--- src/rtl/fifo_fair_reader_writer_lock_macros.svh ---
// ----------------------------------------------------------------------------
// Assertion macros used by the lock manager RTL (rwl_ctrl)
// Clocked on clk_i, disabled while rst_ni is low.
// ----------------------------------------------------------------------------
`ifndef FIFO_FAIR_READER_WRITER_LOCK_MACROS_SVH
`define FIFO_FAIR_READER_WRITER_LOCK_MACROS_SVH

// Property must hold at every clock edge out of reset.
`define RWL_ASSERT(lbl, prop, msg) \
  lbl: assert property (@(posedge clk_i) disable iff (!rst_ni) prop) else $error(msg);

// Condition must never be seen at a clock edge out of reset.
`define RWL_ASSERT_NEVER(lbl, cond, msg) \
  lbl: assert property (@(posedge clk_i) disable iff (!rst_ni) !(cond)) else $error(msg);

`endif

--- src/rtl/rwl_pkg.sv ---
// ----------------------------------------------------------------------------
// rwl_pkg
// Types and codes of the fair readers/writers lock manager.
// ----------------------------------------------------------------------------
package rwl_pkg;

  localparam int unsigned WhoW   = 6;
  localparam int unsigned TypeW  = 2;
  localparam int unsigned EventW = 3;

  typedef enum logic [TypeW-1:0] {
    REQ_READ_LOCK    = 2'd0,
    REQ_WRITE_LOCK   = 2'd1,
    REQ_READ_UNLOCK  = 2'd2,
    REQ_WRITE_UNLOCK = 2'd3
  } rwl_req_e;

  typedef enum logic [EventW-1:0] {
    EV_GRANT    = 3'd0,
    EV_QUEUED   = 3'd1,
    EV_NOGRANT  = 3'd2,
    EV_FULL     = 3'd3,
    EV_NOHOLDER = 3'd4
  } rwl_event_e;

  // One waiting request as stored in the queue memory.
  typedef struct packed {
    logic            wr;
    logic [WhoW-1:0] who;
  } rwl_entry_t;

  typedef struct packed {
    rwl_req_e        req_type;
    logic [WhoW-1:0] requester;
  } rwl_cmd_t;

  typedef struct packed {
    rwl_event_e      event_res;
    logic [WhoW-1:0] who;
    logic            grant_write;
    logic            last;
  } rwl_res_t;

endpackage

--- src/rtl/rwl_if.sv ---
// ----------------------------------------------------------------------------
// rwl_if
// Valid/ready channels for lock requests and lock events.
// ----------------------------------------------------------------------------
interface rwl_req_if;
  logic                        valid;
  logic                        ready;
  logic [rwl_pkg::TypeW-1:0]   req_type;
  logic [rwl_pkg::WhoW-1:0]    requester;

  modport source (output valid, output req_type, output requester, input ready);
  modport sink   (input valid, input req_type, input requester, output ready);
endinterface

interface rwl_res_if;
  logic                        valid;
  logic                        ready;
  logic [rwl_pkg::EventW-1:0]  event_res;
  logic [rwl_pkg::WhoW-1:0]    who;
  logic                        grant_write;
  logic                        last;

  modport source (output valid, output event_res, output who, output grant_write,
                  output last, input ready);
  modport sink   (input valid, input event_res, input who, input grant_write,
                  input last, output ready);
endinterface

--- src/rtl/fifo_fair_reader_writer_lock.sv ---
// ----------------------------------------------------------------------------
// fifo_fair_reader_writer_lock
// Fair FIFO readers/writers lock manager with a memory-based wait queue.
// ----------------------------------------------------------------------------
// A single-result request loads its event beat into the output register in
// ST_EXEC once the output is free. A release with waiters reads the head entry
// in ST_EXEC and pops it in ST_FIRST, then one grant per cycle over the reads
// while the output is not stalled. New requests are taken only in ST_IDLE.
// Reset: holder counts and queue pointers clear; the queue memory is not
// cleared, and no clearing pass runs.
module fifo_fair_reader_writer_lock #(
  parameter int unsigned QUEUE_DEPTH = 16
) (
  input  logic       clk_i,
  input  logic       rst_ni,
  rwl_req_if.sink    req_i,
  rwl_res_if.source  res_o
);

  localparam int unsigned PtrW = $clog2(QUEUE_DEPTH);

  logic                mem_wr_en;
  logic [PtrW-1:0]     mem_wr_addr;
  rwl_pkg::rwl_entry_t mem_wr_data;
  logic                mem_rd_en;
  logic [PtrW-1:0]     mem_rd_addr;
  rwl_pkg::rwl_entry_t mem_rd_data;

  rwl_ctrl #(
    .QueueDepth (QUEUE_DEPTH)
  ) u_ctrl (
    .clk_i         (clk_i),
    .rst_ni        (rst_ni),
    .req_i         (req_i),
    .res_o         (res_o),
    .mem_wr_en_o   (mem_wr_en),
    .mem_wr_addr_o (mem_wr_addr),
    .mem_wr_data_o (mem_wr_data),
    .mem_rd_en_o   (mem_rd_en),
    .mem_rd_addr_o (mem_rd_addr),
    .mem_rd_data_i (mem_rd_data)
  );

  rwl_queue_mem #(
    .Depth (QUEUE_DEPTH)
  ) u_queue_mem (
    .clk_i     (clk_i),
    .wr_en_i   (mem_wr_en),
    .wr_addr_i (mem_wr_addr),
    .wr_data_i (mem_wr_data),
    .rd_en_i   (mem_rd_en),
    .rd_addr_i (mem_rd_addr),
    .rd_data_o (mem_rd_data)
  );

endmodule

--- src/rtl/rwl_queue_mem.sv ---
// ----------------------------------------------------------------------------
// rwl_queue_mem
// Wait queue storage: one write port, one read port, registered read data.
// ----------------------------------------------------------------------------
module rwl_queue_mem #(
  parameter int unsigned  Depth = 16,
  localparam int unsigned AddrW = $clog2(Depth)
) (
  input  logic                clk_i,
  input  logic                wr_en_i,
  input  logic [AddrW-1:0]    wr_addr_i,
  input  rwl_pkg::rwl_entry_t wr_data_i,
  input  logic                rd_en_i,
  input  logic [AddrW-1:0]    rd_addr_i,
  output rwl_pkg::rwl_entry_t rd_data_o
);

  rwl_pkg::rwl_entry_t mem_q [Depth];
  rwl_pkg::rwl_entry_t rd_data_q;

  always_ff @(posedge clk_i) begin
    if (wr_en_i) begin
      mem_q[wr_addr_i] <= wr_data_i;
    end
    // read data holds until the next read
    if (rd_en_i) begin
      rd_data_q <= mem_q[rd_addr_i];
    end
  end

  assign rd_data_o = rd_data_q;

endmodule

--- src/rtl/rwl_ctrl.sv ---
// ----------------------------------------------------------------------------
// rwl_ctrl
// Request sequencer: holder counts, queue pointers, release walk, event beat.
// ----------------------------------------------------------------------------
`include "fifo_fair_reader_writer_lock_macros.svh"

module rwl_ctrl #(
  parameter int unsigned  QueueDepth = 16,
  localparam int unsigned PtrW = $clog2(QueueDepth),
  localparam int unsigned CntW = $clog2(QueueDepth + 1)
) (
  input  logic                clk_i,
  input  logic                rst_ni,
  rwl_req_if.sink             req_i,
  rwl_res_if.source           res_o,
  output logic                mem_wr_en_o,
  output logic [PtrW-1:0]     mem_wr_addr_o,
  output rwl_pkg::rwl_entry_t mem_wr_data_o,
  output logic                mem_rd_en_o,
  output logic [PtrW-1:0]     mem_rd_addr_o,
  input  rwl_pkg::rwl_entry_t mem_rd_data_i
);

  typedef enum logic [4:0] {
    ST_IDLE  = 5'b00001,
    ST_EXEC  = 5'b00010,
    ST_FIRST = 5'b00100,
    ST_NEXT  = 5'b01000,
    ST_OUT   = 5'b10000
  } rwl_state_e;

  rwl_state_e          state_q, state_d;
  rwl_pkg::rwl_cmd_t   cmd_q, cmd_d;
  rwl_pkg::rwl_entry_t cur_q, cur_d;
  rwl_pkg::rwl_res_t   out_q, out_d;
  logic                out_valid_q, out_valid_d;
  logic [PtrW-1:0]     head_q, head_d, tail_q, tail_d;
  logic [CntW-1:0]     count_q, count_d;
  logic [CntW-1:0]     readers_q, readers_d;
  logic                writer_q, writer_d;

  logic                out_free;
  logic                out_load;
  logic                holders_free;
  logic                queue_full;
  logic                lock_wr;
  logic [PtrW-1:0]     head_inc;

  function automatic logic [PtrW-1:0] ptr_inc(input logic [PtrW-1:0] p);
    logic [PtrW-1:0] r;
    r = (p == PtrW'(QueueDepth - 1)) ? '0 : p + 1'b1;
    return r;
  endfunction

  assign out_free     = !out_valid_q || res_o.ready;
  assign holders_free = (readers_q == '0) && !writer_q;
  assign queue_full   = (count_q == CntW'(QueueDepth));
  assign lock_wr      = (cmd_q.req_type == rwl_pkg::REQ_WRITE_LOCK);
  assign head_inc     = ptr_inc(head_q);

  assign req_i.ready  = (state_q == ST_IDLE);

  always_comb begin
    state_d       = state_q;
    cmd_d         = cmd_q;
    cur_d         = cur_q;
    head_d        = head_q;
    tail_d        = tail_q;
    count_d       = count_q;
    readers_d     = readers_q;
    writer_d      = writer_q;
    out_load      = 1'b0;
    out_d         = out_q;
    mem_wr_en_o   = 1'b0;
    mem_wr_addr_o = tail_q;
    mem_wr_data_o = '{wr: lock_wr, who: cmd_q.requester};
    mem_rd_en_o   = 1'b0;
    mem_rd_addr_o = head_q;

    case (state_q)
      ST_IDLE: begin
        if (req_i.valid) begin
          cmd_d   = '{req_type:  rwl_pkg::rwl_req_e'(req_i.req_type),
                      requester: req_i.requester};
          state_d = ST_EXEC;
        end
      end

      ST_EXEC: begin
        case (cmd_q.req_type)
          rwl_pkg::REQ_READ_LOCK, rwl_pkg::REQ_WRITE_LOCK: begin
            if (out_free) begin
              out_load = 1'b1;
              state_d  = ST_IDLE;
              if (holders_free) begin
                out_d = '{rwl_pkg::EV_GRANT, cmd_q.requester, lock_wr, 1'b1};
                if (lock_wr) begin
                  writer_d = 1'b1;
                end else begin
                  readers_d = CntW'(1);
                end
              end else if (queue_full) begin
                out_d = '{rwl_pkg::EV_FULL, cmd_q.requester, lock_wr, 1'b1};
              end else begin
                out_d       = '{rwl_pkg::EV_QUEUED, cmd_q.requester, lock_wr, 1'b1};
                mem_wr_en_o = 1'b1;
                tail_d      = ptr_inc(tail_q);
                count_d     = count_q + 1'b1;
              end
            end
          end

          rwl_pkg::REQ_READ_UNLOCK, rwl_pkg::REQ_WRITE_UNLOCK: begin
            if ((cmd_q.req_type == rwl_pkg::REQ_READ_UNLOCK) ? (readers_q == '0)
                                                            : !writer_q) begin
              if (out_free) begin
                out_load = 1'b1;
                out_d    = '{rwl_pkg::EV_NOHOLDER, cmd_q.requester, 1'b0, 1'b1};
                state_d  = ST_IDLE;
              end
            end else if (cmd_q.req_type == rwl_pkg::REQ_READ_UNLOCK &&
                         (readers_q != CntW'(1) || writer_q)) begin
              // other holders remain
              if (out_free) begin
                out_load  = 1'b1;
                out_d     = '{rwl_pkg::EV_NOGRANT, cmd_q.requester, 1'b0, 1'b1};
                readers_d = readers_q - 1'b1;
                state_d   = ST_IDLE;
              end
            end else if (count_q == '0) begin
              if (out_free) begin
                out_load  = 1'b1;
                out_d     = '{rwl_pkg::EV_NOGRANT, cmd_q.requester, 1'b0, 1'b1};
                readers_d = '0;
                writer_d  = 1'b0;
                state_d   = ST_IDLE;
              end
            end else begin
              // release with waiters: fetch the head entry
              readers_d   = '0;
              writer_d    = 1'b0;
              mem_rd_en_o = 1'b1;
              state_d     = ST_FIRST;
            end
          end

          default: state_d = ST_IDLE;
        endcase
      end

      ST_FIRST: begin
        // head entry is granted unconditionally
        cur_d   = mem_rd_data_i;
        head_d  = head_inc;
        count_d = count_q - 1'b1;
        if (mem_rd_data_i.wr) begin
          writer_d = 1'b1;
        end else begin
          readers_d = readers_q + 1'b1;
        end
        if (mem_rd_data_i.wr || count_q == CntW'(1)) begin
          state_d = ST_OUT;
        end else begin
          mem_rd_en_o   = 1'b1;
          mem_rd_addr_o = head_inc;
          state_d       = ST_NEXT;
        end
      end

      ST_NEXT: begin
        // cur_q is a granted read; read data shows the entry behind it
        if (out_free) begin
          out_load = 1'b1;
          if (!mem_rd_data_i.wr) begin
            out_d     = '{rwl_pkg::EV_GRANT, cur_q.who, 1'b0, 1'b0};
            cur_d     = mem_rd_data_i;
            head_d    = head_inc;
            count_d   = count_q - 1'b1;
            readers_d = readers_q + 1'b1;
            if (count_q == CntW'(1)) begin
              state_d = ST_OUT;
            end else begin
              mem_rd_en_o   = 1'b1;
              mem_rd_addr_o = head_inc;
            end
          end else begin
            out_d   = '{rwl_pkg::EV_GRANT, cur_q.who, 1'b0, 1'b1};
            state_d = ST_IDLE;
          end
        end
      end

      ST_OUT: begin
        if (out_free) begin
          out_load = 1'b1;
          out_d    = '{rwl_pkg::EV_GRANT, cur_q.who, cur_q.wr, 1'b1};
          state_d  = ST_IDLE;
        end
      end

      default: state_d = ST_IDLE;
    endcase
  end

  always_comb begin
    if (out_load) begin
      out_valid_d = 1'b1;
    end else if (res_o.ready) begin
      out_valid_d = 1'b0;
    end else begin
      out_valid_d = out_valid_q;
    end
  end

  always_ff @(posedge clk_i or negedge rst_ni) begin
    if (!rst_ni) begin
      state_q     <= ST_IDLE;
      out_valid_q <= 1'b0;
      head_q      <= '0;
      tail_q      <= '0;
      count_q     <= '0;
      readers_q   <= '0;
      writer_q    <= 1'b0;
    end else begin
      state_q     <= state_d;
      out_valid_q <= out_valid_d;
      head_q      <= head_d;
      tail_q      <= tail_d;
      count_q     <= count_d;
      readers_q   <= readers_d;
      writer_q    <= writer_d;
    end
  end

  always_ff @(posedge clk_i) begin
    cmd_q <= cmd_d;
    cur_q <= cur_d;
    if (out_load) begin
      out_q <= out_d;
    end
  end

  assign res_o.valid       = out_valid_q;
  assign res_o.event_res   = out_q.event_res;
  assign res_o.who         = out_q.who;
  assign res_o.grant_write = out_q.grant_write;
  assign res_o.last        = out_q.last;

  `RWL_ASSERT_NEVER(a_rw_exclusive, writer_q && (readers_q != '0), "writer and readers both hold")
  `RWL_ASSERT_NEVER(a_count_bound, count_q > CntW'(QueueDepth), "queue count above depth")
  `RWL_ASSERT_NEVER(a_mem_port_clash, mem_wr_en_o && mem_rd_en_o, "queue read and write together")
  `RWL_ASSERT(a_done_on_last, (state_q != ST_IDLE && state_d == ST_IDLE) |-> (out_load && out_d.last), "item ended without a last beat")
  `RWL_ASSERT(a_walk_needs_waiter, (state_q == ST_NEXT) |-> (count_q != '0), "release walk on empty queue")

endmodule
--- src/flat_wrapper.sv ---
// flat-port wrapper written by rule: the top's interface ports become plain ports
module fifo_fair_reader_writer_lock_flat 
#(
  parameter int unsigned QUEUE_DEPTH = 16
)
  (clk_i, rst_ni, req_i_valid, req_i_req_type, req_i_requester, req_i_ready, res_o_valid, res_o_event_res, res_o_who, res_o_grant_write, res_o_last, res_o_ready);
  rwl_req_if req_i_i ();
  rwl_res_if res_o_i ();
  input  logic clk_i;
  input  logic rst_ni;
  input wire logic [$bits(req_i_i.valid)-1:0] req_i_valid;
  input wire logic [$bits(req_i_i.req_type)-1:0] req_i_req_type;
  input wire logic [$bits(req_i_i.requester)-1:0] req_i_requester;
  output wire logic [$bits(req_i_i.ready)-1:0] req_i_ready;
  output wire logic [$bits(res_o_i.valid)-1:0] res_o_valid;
  output wire logic [$bits(res_o_i.event_res)-1:0] res_o_event_res;
  output wire logic [$bits(res_o_i.who)-1:0] res_o_who;
  output wire logic [$bits(res_o_i.grant_write)-1:0] res_o_grant_write;
  output wire logic [$bits(res_o_i.last)-1:0] res_o_last;
  input wire logic [$bits(res_o_i.ready)-1:0] res_o_ready;
  assign req_i_i.valid = req_i_valid;
  assign req_i_i.req_type = req_i_req_type;
  assign req_i_i.requester = req_i_requester;
  assign req_i_ready = req_i_i.ready;
  assign res_o_valid = res_o_i.valid;
  assign res_o_event_res = res_o_i.event_res;
  assign res_o_who = res_o_i.who;
  assign res_o_grant_write = res_o_i.grant_write;
  assign res_o_last = res_o_i.last;
  assign res_o_i.ready = res_o_ready;
  fifo_fair_reader_writer_lock #(.QUEUE_DEPTH(QUEUE_DEPTH)) u_core (.clk_i(clk_i), .rst_ni(rst_ni), .req_i(req_i_i), .res_o(res_o_i));
endmodule
--- config.mk ---
export PLATFORM = sky130hd
export DESIGN_NAME = fifo_fair_reader_writer_lock_flat
export DESIGN_NICKNAME = d
export VERILOG_FILES = /design/src/rtl/rwl_pkg.sv /design/src/rtl/rwl_if.sv /design/src/rtl/fifo_fair_reader_writer_lock.sv /design/src/rtl/rwl_queue_mem.sv /design/src/rtl/rwl_ctrl.sv /design/src/flat_wrapper.sv
export VERILOG_INCLUDE_DIRS = /design/src /design/src/rtl
export SDC_FILE = /design/constraint.sdc
export NUM_CORES = 1
export LEC_CHECK = 0
export BUFFER_PORTS_ARGS = -buffer_cell sky130_fd_sc_hd__clkbuf_2
export CELL_PAD_IN_SITES_DETAIL_PLACEMENT = 0
export CELL_PAD_IN_SITES_GLOBAL_PLACEMENT = 2
export CORE_ASPECT_RATIO = 1.2
export CORE_UTILIZATION = 30
export DETAILED_ROUTE_END_ITERATION = 7
export PLACE_DENSITY_LB_ADDON = 0.1
export SYNTH_ARGS = -nofsm -noshare
export SYNTH_HDL_FRONTEND = slang
export SYNTH_SLANG_ARGS = --single-unit
--- constraint.sdc ---
create_clock -name clk_i -period 3.1 [get_ports clk_i]
set_input_delay 0.465 -clock clk_i [delete_from_list [all_inputs] [get_ports clk_i]]
set_output_delay 0.465 -clock clk_i [all_outputs]
set_load 0.01 [all_outputs]
Word level (Yosys, flattened, before mapping)
Memory sizes are Yosys's and may differ from the RTL's. A register that Yosys moved wholly into a read port is not among the register bits. Cells that the tools add are included.

Memories: 1. Register bits after elaboration: 51. Input port bits: 12. Word-level logic and storage cells: 174. Bits in writable memories: 112.

Muxes and demuxes: 91. Add/subtract/negate cells: 6. Reductions and logical operators: 26. Eq/ne operators: 33. Bitwise gates (word level): 2.

Memory list: u_core.u_queue_mem.mem_q (depth 16, width 7, read ports 1, clocked after Yosys merged registers in 1, wr ports 1, line rwl_queue_mem.sv:18) `rwl_pkg::rwl_entry_t mem_q [Depth];`.

Operators by type and width (count): two-way mux 5 bit (25); two-way mux 11 bit (8); one-hot mux 11 bit (3 select lines) (1); two-way mux 4 bit (8); two-way mux 1 bit (31); one-hot mux 5 bit (3 select lines) (2); one-hot mux 5 bit (5 select lines) (1); one-hot mux 11 bit (2 select lines) (1); != test 3 bit, second input constant (7); two-way mux 10 bit (2); one-hot mux 5 bit (2 select lines) (2); != test 2 bit, second input constant (8); one-hot mux 4 bit (2 select lines) (2); AND reduction 8 bit (2); two-way mux 7 bit (2); one-hot mux 7 bit (2 select lines) (1); AND reduction 7 bit (2); != test 4 bit, second input constant (3); adder 5 x 1 -> 5 bit, second input constant (2); == test 5 x 1 -> 1 bit, second input constant (2); == test 5 bit, second input constant (2); zero test 5 bit (2); subtractor 5 x 1 -> 5 bit, second input constant (2); adder 4 x 1 -> 4 bit, second input constant (2); 22 further kinds (38).

Logic depth before layout (Yosys ltp)
Depth after elaboration: 9. Gate-level depth with buffers: 11. Gate-level depth less buffers: 9.

Cells and area by module
Synthesis repeated with hierarchy kept, for this count alone.

Cell total of the unflattened synthesis: 478. Area, all modules: 7526.0 µm².

By module, submodules not included: rwl_queue_mem (area an instance 4600.7 µm², times used 1, sequential area each 3573.4 µm², cells each 203); rwl_ctrl (area an instance 2925.3 µm², times used 1, sequential area each 1407.6 µm², cells each 275).

Least setup slack after synthesis
OpenSTA, ideal clock, no wires.

Kind: reg-to-reg. From: register u_core.u_ctrl.state_q[2]. To: register u_core.u_ctrl.out_q, in the netlist u_core.u_ctrl.res_o.event_res[0], enable pin. Setup time: 0.397 ns. Period minus slack after synthesis: 2.957 ns. Slack: 0.143 ns. Arrival: 2.560 ns. Stages on the path, launching flop included: 5. Path through: dfrtp_1 > or3_4 > nor3b_1 > nor2_1 > a211oi_1.

Longest elaborated chain between the ends: 4. Elaborated cells between the ends (all ways): 12. Those cells by class: 8 x eq/ne; 1 x mux; 3 x reduce/logical.

RTL lines: start: declaration (line rwl_ctrl.sv:32) `rwl_state_e state_q, state_d;`; start signal: assignment (line rwl_ctrl.sv:225) `state_q <= state_d;`; == test 5 bit or == test 5 x 4 -> 1 bit (tied branches) (line rwl_ctrl.sv:80) `case (state_q)`; OR reduction 2 bit (no line); one-hot mux 1 bit (2 select lines) (line rwl_ctrl.sv:80); AND reduction 7 bit (no line) (*); end signal: assignment (line rwl_ctrl.sv:239) `out_q <= out_d;`; end: declaration (line rwl_ctrl.sv:35) `rwl_pkg::rwl_res_t out_q, out_d;`.

Every way passes the cells marked *; elsewhere a longest branch is shown, timed or not. A chain may end at the register's enable or synchronous reset.

Final worst setup path
From: register u_core.u_ctrl.state_q[0]. To: register u_core.u_queue_mem.rd_data_o[4] (netlist name).

Longest elaborated chain between the ends: 2. Elaborated cells between the ends (all ways): 5. Those cells by class: 3 x eq/ne; 2 x mux.

RTL lines (line): == test 5 x 4 -> 1 bit, or another cell as far along (rwl_ctrl.sv:80); one-hot mux 1 bit (3 select lines) or one-hot mux 4 bit (2 select lines) (tied branches) (rwl_ctrl.sv:80).

Parallel ways exist; a longest one is shown, timed or not.

==> flow_summary.toml <==
[outcome]
outcome = "complete, no violations"

[critical_path]
rr_endpoint = "u_core.u_queue_mem.rd_data_o[4]"
setup.worst_path.end_class = "register"
crit_type = "register to register"
r2r-start = "u_core.u_ctrl.state_q[0]"
cp_max_fo = 14
reg2reg_setup_slack_ns = 0.17
cp.arrival_ns = 3.09
cp-start-kind = "register"
cp.required_ns = 3.26
worst-r2r-cell-count = 7

[clock_network]
root_buffer = "clkbuf_16"
cts_buffers = 17
clockBufferDepth = 2
cts_tree = "done"
cts.sinks = 170
clk_pin_slew_ns = 0.07
cts_setup_buffers = 0
clock_latency_ns = 0.43
cts_max_level = 4

[die]
die_h_um = 180
core_area_sq_mm = 0.0257
num_rows = 64
die_width_um = 150
start_util_pct = 30.8
ios = 25
die_area_sq_mm = 0.0270

[cells_and_area]
final_common_cell = "edfxtp_1"
layout_common_cells = "145 x edfxtp_1, 71 x nand2_1, 37 x a21oi_1, 37 x o211ai_1, 32 x and2_1"
finalNonFillerCells = 1019
postLayoutCoreUtil_pct = 35.8
fin_nets = 701
diodes = 0
area_growth_pct = 16.5
drive_gt1_share_pct = 17.9

[grt]
gr-usage-met3_pct = 2.99
grt.busiest_layer = "met2"
antenna_found_initial = 1
grt_remaining_overflow = 0
grt_max_degree = 29
met1_usage_pct = 21.8
grtUsageMet2_pct = 32.2
grt_pass1_vias = 5436
grt_pass1_wl_mm = 35.1
grt.total_usage_pct = 18.1

[power_and_ir_drop]
power_frac_clock_pct = 28.8
p_comb_share_pct = 28.1
swShare_pct = 34.7
seqPwrFrac_pct = 43.1
power.total_w = 0.00708
power_density_mw_per_mm2 = 769
power_leakage_nw = 3.34
ir_drop_mv = 0.300
p_int_w = 0.00462
p_switching_w = 0.00246

[sta]
slew_violations = 0
finalHoldViolations = 0
maxSlewHeadroom_pct = 18.3
max_freq_ghz = 0.341
period_share_pct = 94.6
worstMarginPinSlew_ns = 1.21
finalSetupViolCount = 0
min_period_ns = 2.93
setup_tns_ns = 0
finClkSkew_ns = 0.0112

[place]
dp.cells = 987
dp_hpwl_mm = 16.5
port_buffers = 24
place.gp.congestion = 0.827

[logic_synthesis]
synth_cells = 626
synth.avg_cell_area_sq_um = 12.6
yosys_warnings = 0
syn_area_sq_mm = 0.00791
muxShareOfSynthArea_pct = 3.94
synth_cell_type_count = 62
yosys.area_share.adder_pct = 2.06
syn_nets = 651
synth-seq-area-share_pct = 63.0
synth-simple-area-share_pct = 11.5
synth_compound_area_share_pct = 15.3
synth_edf_count = 145
ys_ff_latch = 170
synth_top_flop_cell = "edfxtp_1"
ys_async_sr_fraction_pct = 14.7
synth_top_family_by_area = "compound AO/OA/AOI/OAI gates"
synthXorXnorAreaFrac_pct = 1.22

[drt]
routedWlPerCell_um = 22.8
drt-total-wl_mm = 23.2
drtIter0Drc = 351
drtAntennaViolNets = 0
dr.pass1.iters = 4
vias_per_cell = 5.16
vias = 5260
drc = 0

[run]
cap_violations = 0

[min_path]
hp-class = "input pin to asynchronous set/reset pin"
## layout make-up
type                    count  area, sq um
clock inverters            15          133
clock buffers              17          425
fillers                  2525        16500
flip-flops and latches    170         4980
well taps                 330          413
multi-input cells         400         2730
repair buffers             56          410
inverters                  31          116
## worst max-delay path: stages, from the launching register on
cell and delay, ns:
dfstp_2 0.60, nor2_1 0.09, and3_1 0.30, o21a_2 0.33, o32a_2 0.51, o31ai_1 0.50, a2bb2oi_1 0.19, o221ai_1 0.13
## timing repair
action	in CTS	in global routing
setup endpoints to repair	0	6
gates resized for setup	0	7
hold buffers	0	0
## cell families (layout without fill, tap and decap cells)
kind of cell | after synthesis | in the layout
flip-flops | 170 | 170
AND/OR/NAND/NOR | 179 | 179
adder cells (fa/ha/maj) | 13 | 13
XOR/XNOR | 11 | 11
AO/OA/AOI/OAI | 168 | 168
multiplexers | 29 | 29
buffers and inverters | 56 | 119
## state kept, by name, summed over array words and instances, names as in the netlist, 2 cells and up
signal / cells
u_core.u_ctrl.cur_q: 7
u_core.u_ctrl.state_q: 5
u_core.u_queue_mem.rd_data_o: 7
u_core.u_ctrl.head_q: 4
u_core.u_ctrl.count_q: 5
u_core.u_ctrl.cmd_q: 2
u_core.u_ctrl.mem_wr_data_o: 6
u_core.u_ctrl.readers_q: 5
u_core.u_ctrl.res_o.event_res: 3
u_core.u_queue_mem.mem_q: 112
u_core.u_ctrl.mem_wr_addr_o: 4
u_core.u_ctrl.res_o.who: 6
## synthesized netlist by cell type (2+ instances only)
| cell | number | area [sq um] |
|---|---|---|
| buf_2 | 9 | 45.0 |
| o221ai_1 | 10 | 87.6 |
| or2_2 | 4 | 25.0 |
| and3_1 | 3 | 18.8 |
| or2_0 | 2 | 12.5 |
| nand4_1 | 9 | 56.3 |
| a211oi_1 | 3 | 22.5 |
| o21ai_0 | 14 | 70.1 |
| inv_1 | 30 | 113 |
| and2_1 | 32 | 200 |
| nor2_1 | 22 | 82.6 |
| a221oi_1 | 7 | 61.3 |
| xor2_1 | 3 | 26.3 |
| a31oi_1 | 2 | 12.5 |
| nor3_1 | 4 | 20.0 |
| o211ai_1 | 37 | 278 |
| o31ai_1 | 10 | 75.1 |
| nor2b_1 | 2 | 12.5 |
| edfxtp_1 | 145 | 4350 |
| mux2i_1 | 12 | 120 |
| a22oi_1 | 3 | 22.5 |
| or3_1 | 2 | 12.5 |
| nor3b_1 | 3 | 22.5 |
| a22o_1 | 4 | 35.0 |
| clkbuf_1 | 14 | 52.6 |
| o21a_1 | 3 | 22.5 |
| nand3_1 | 8 | 40.0 |
| a21oi_1 | 37 | 185 |
| o21ai_1 | 2 | 10.0 |
| and3b_1 | 5 | 43.8 |
| buf_6 | 2 | 22.5 |
| or4_1 | 2 | 15.0 |
| nand2b_1 | 4 | 25.0 |
| o22ai_1 | 4 | 25.0 |
| a221o_1 | 6 | 60.1 |
| mux2_2 | 16 | 180 |
| a2bb2oi_1 | 6 | 52.6 |
| a21boi_2 | 2 | 22.5 |
| xnor2_1 | 8 | 70.1 |
| nand2_1 | 71 | 267 |
| ha_1 | 13 | 163 |
| dfrtp_1 | 24 | 601 |
| o31a_1 | 8 | 70.1 |
## metal layers
layer / vias to the layer above / routed length [um]
met1: 2637 / 9710
met2: 103 / 12400
met5: - / 0
met4: 0 / 495
li1: 2497 / -
met3: 23 / 572
## power groups by stage
| stage | logic, W | registers, W | clock network [W] |
|---|---|---|---|
| floorplan | 0.00135 | 0.00299 | 0 |
| global placement | 0.00199 | 0.00311 | 0 |
| detailed placement | 0.00201 | 0.00311 | 0 |
| CTS | 0.00202 | 0.00306 | 0.00210 |
| global route | 0.00221 | 0.00309 | 0.00219 |
| finish | 0.00199 | 0.00305 | 0.00204 |
## worst max-delay path by stage
stage,to,startpoint,cells past startpoint
floorplan,u_core.u_ctrl.res_o.event_res[0],u_core.u_ctrl.state_q[2],4
global placement,u_core.u_queue_mem.rd_data_o[2],u_core.u_ctrl.state_q[0],7
detailed placement,u_core.u_queue_mem.rd_data_o[2],u_core.u_ctrl.state_q[0],7
CTS,u_core.u_queue_mem.rd_data_o[2],u_core.u_ctrl.state_q[0],7
global route,u_core.u_queue_mem.rd_data_o[2],u_core.u_ctrl.state_q[2],8
finish,u_core.u_queue_mem.rd_data_o[4],u_core.u_ctrl.state_q[0],7
## per-stage QoR
stage	cell area [sq um]	setup slack [ns]	hold WS [ns]
2_1_floorplan	7910	0.143	0.169
3_3_place_gp	8620	0.0374	0.431
3_5_place_dp	8620	0.0378	0.432
4_1_cts	9180	0.00700	0.154
5_1_grt	9210	-0.00612	0.170
6_report	9210	0.167	0.142
No activity file was read; power rests on OpenSTA's default activity.
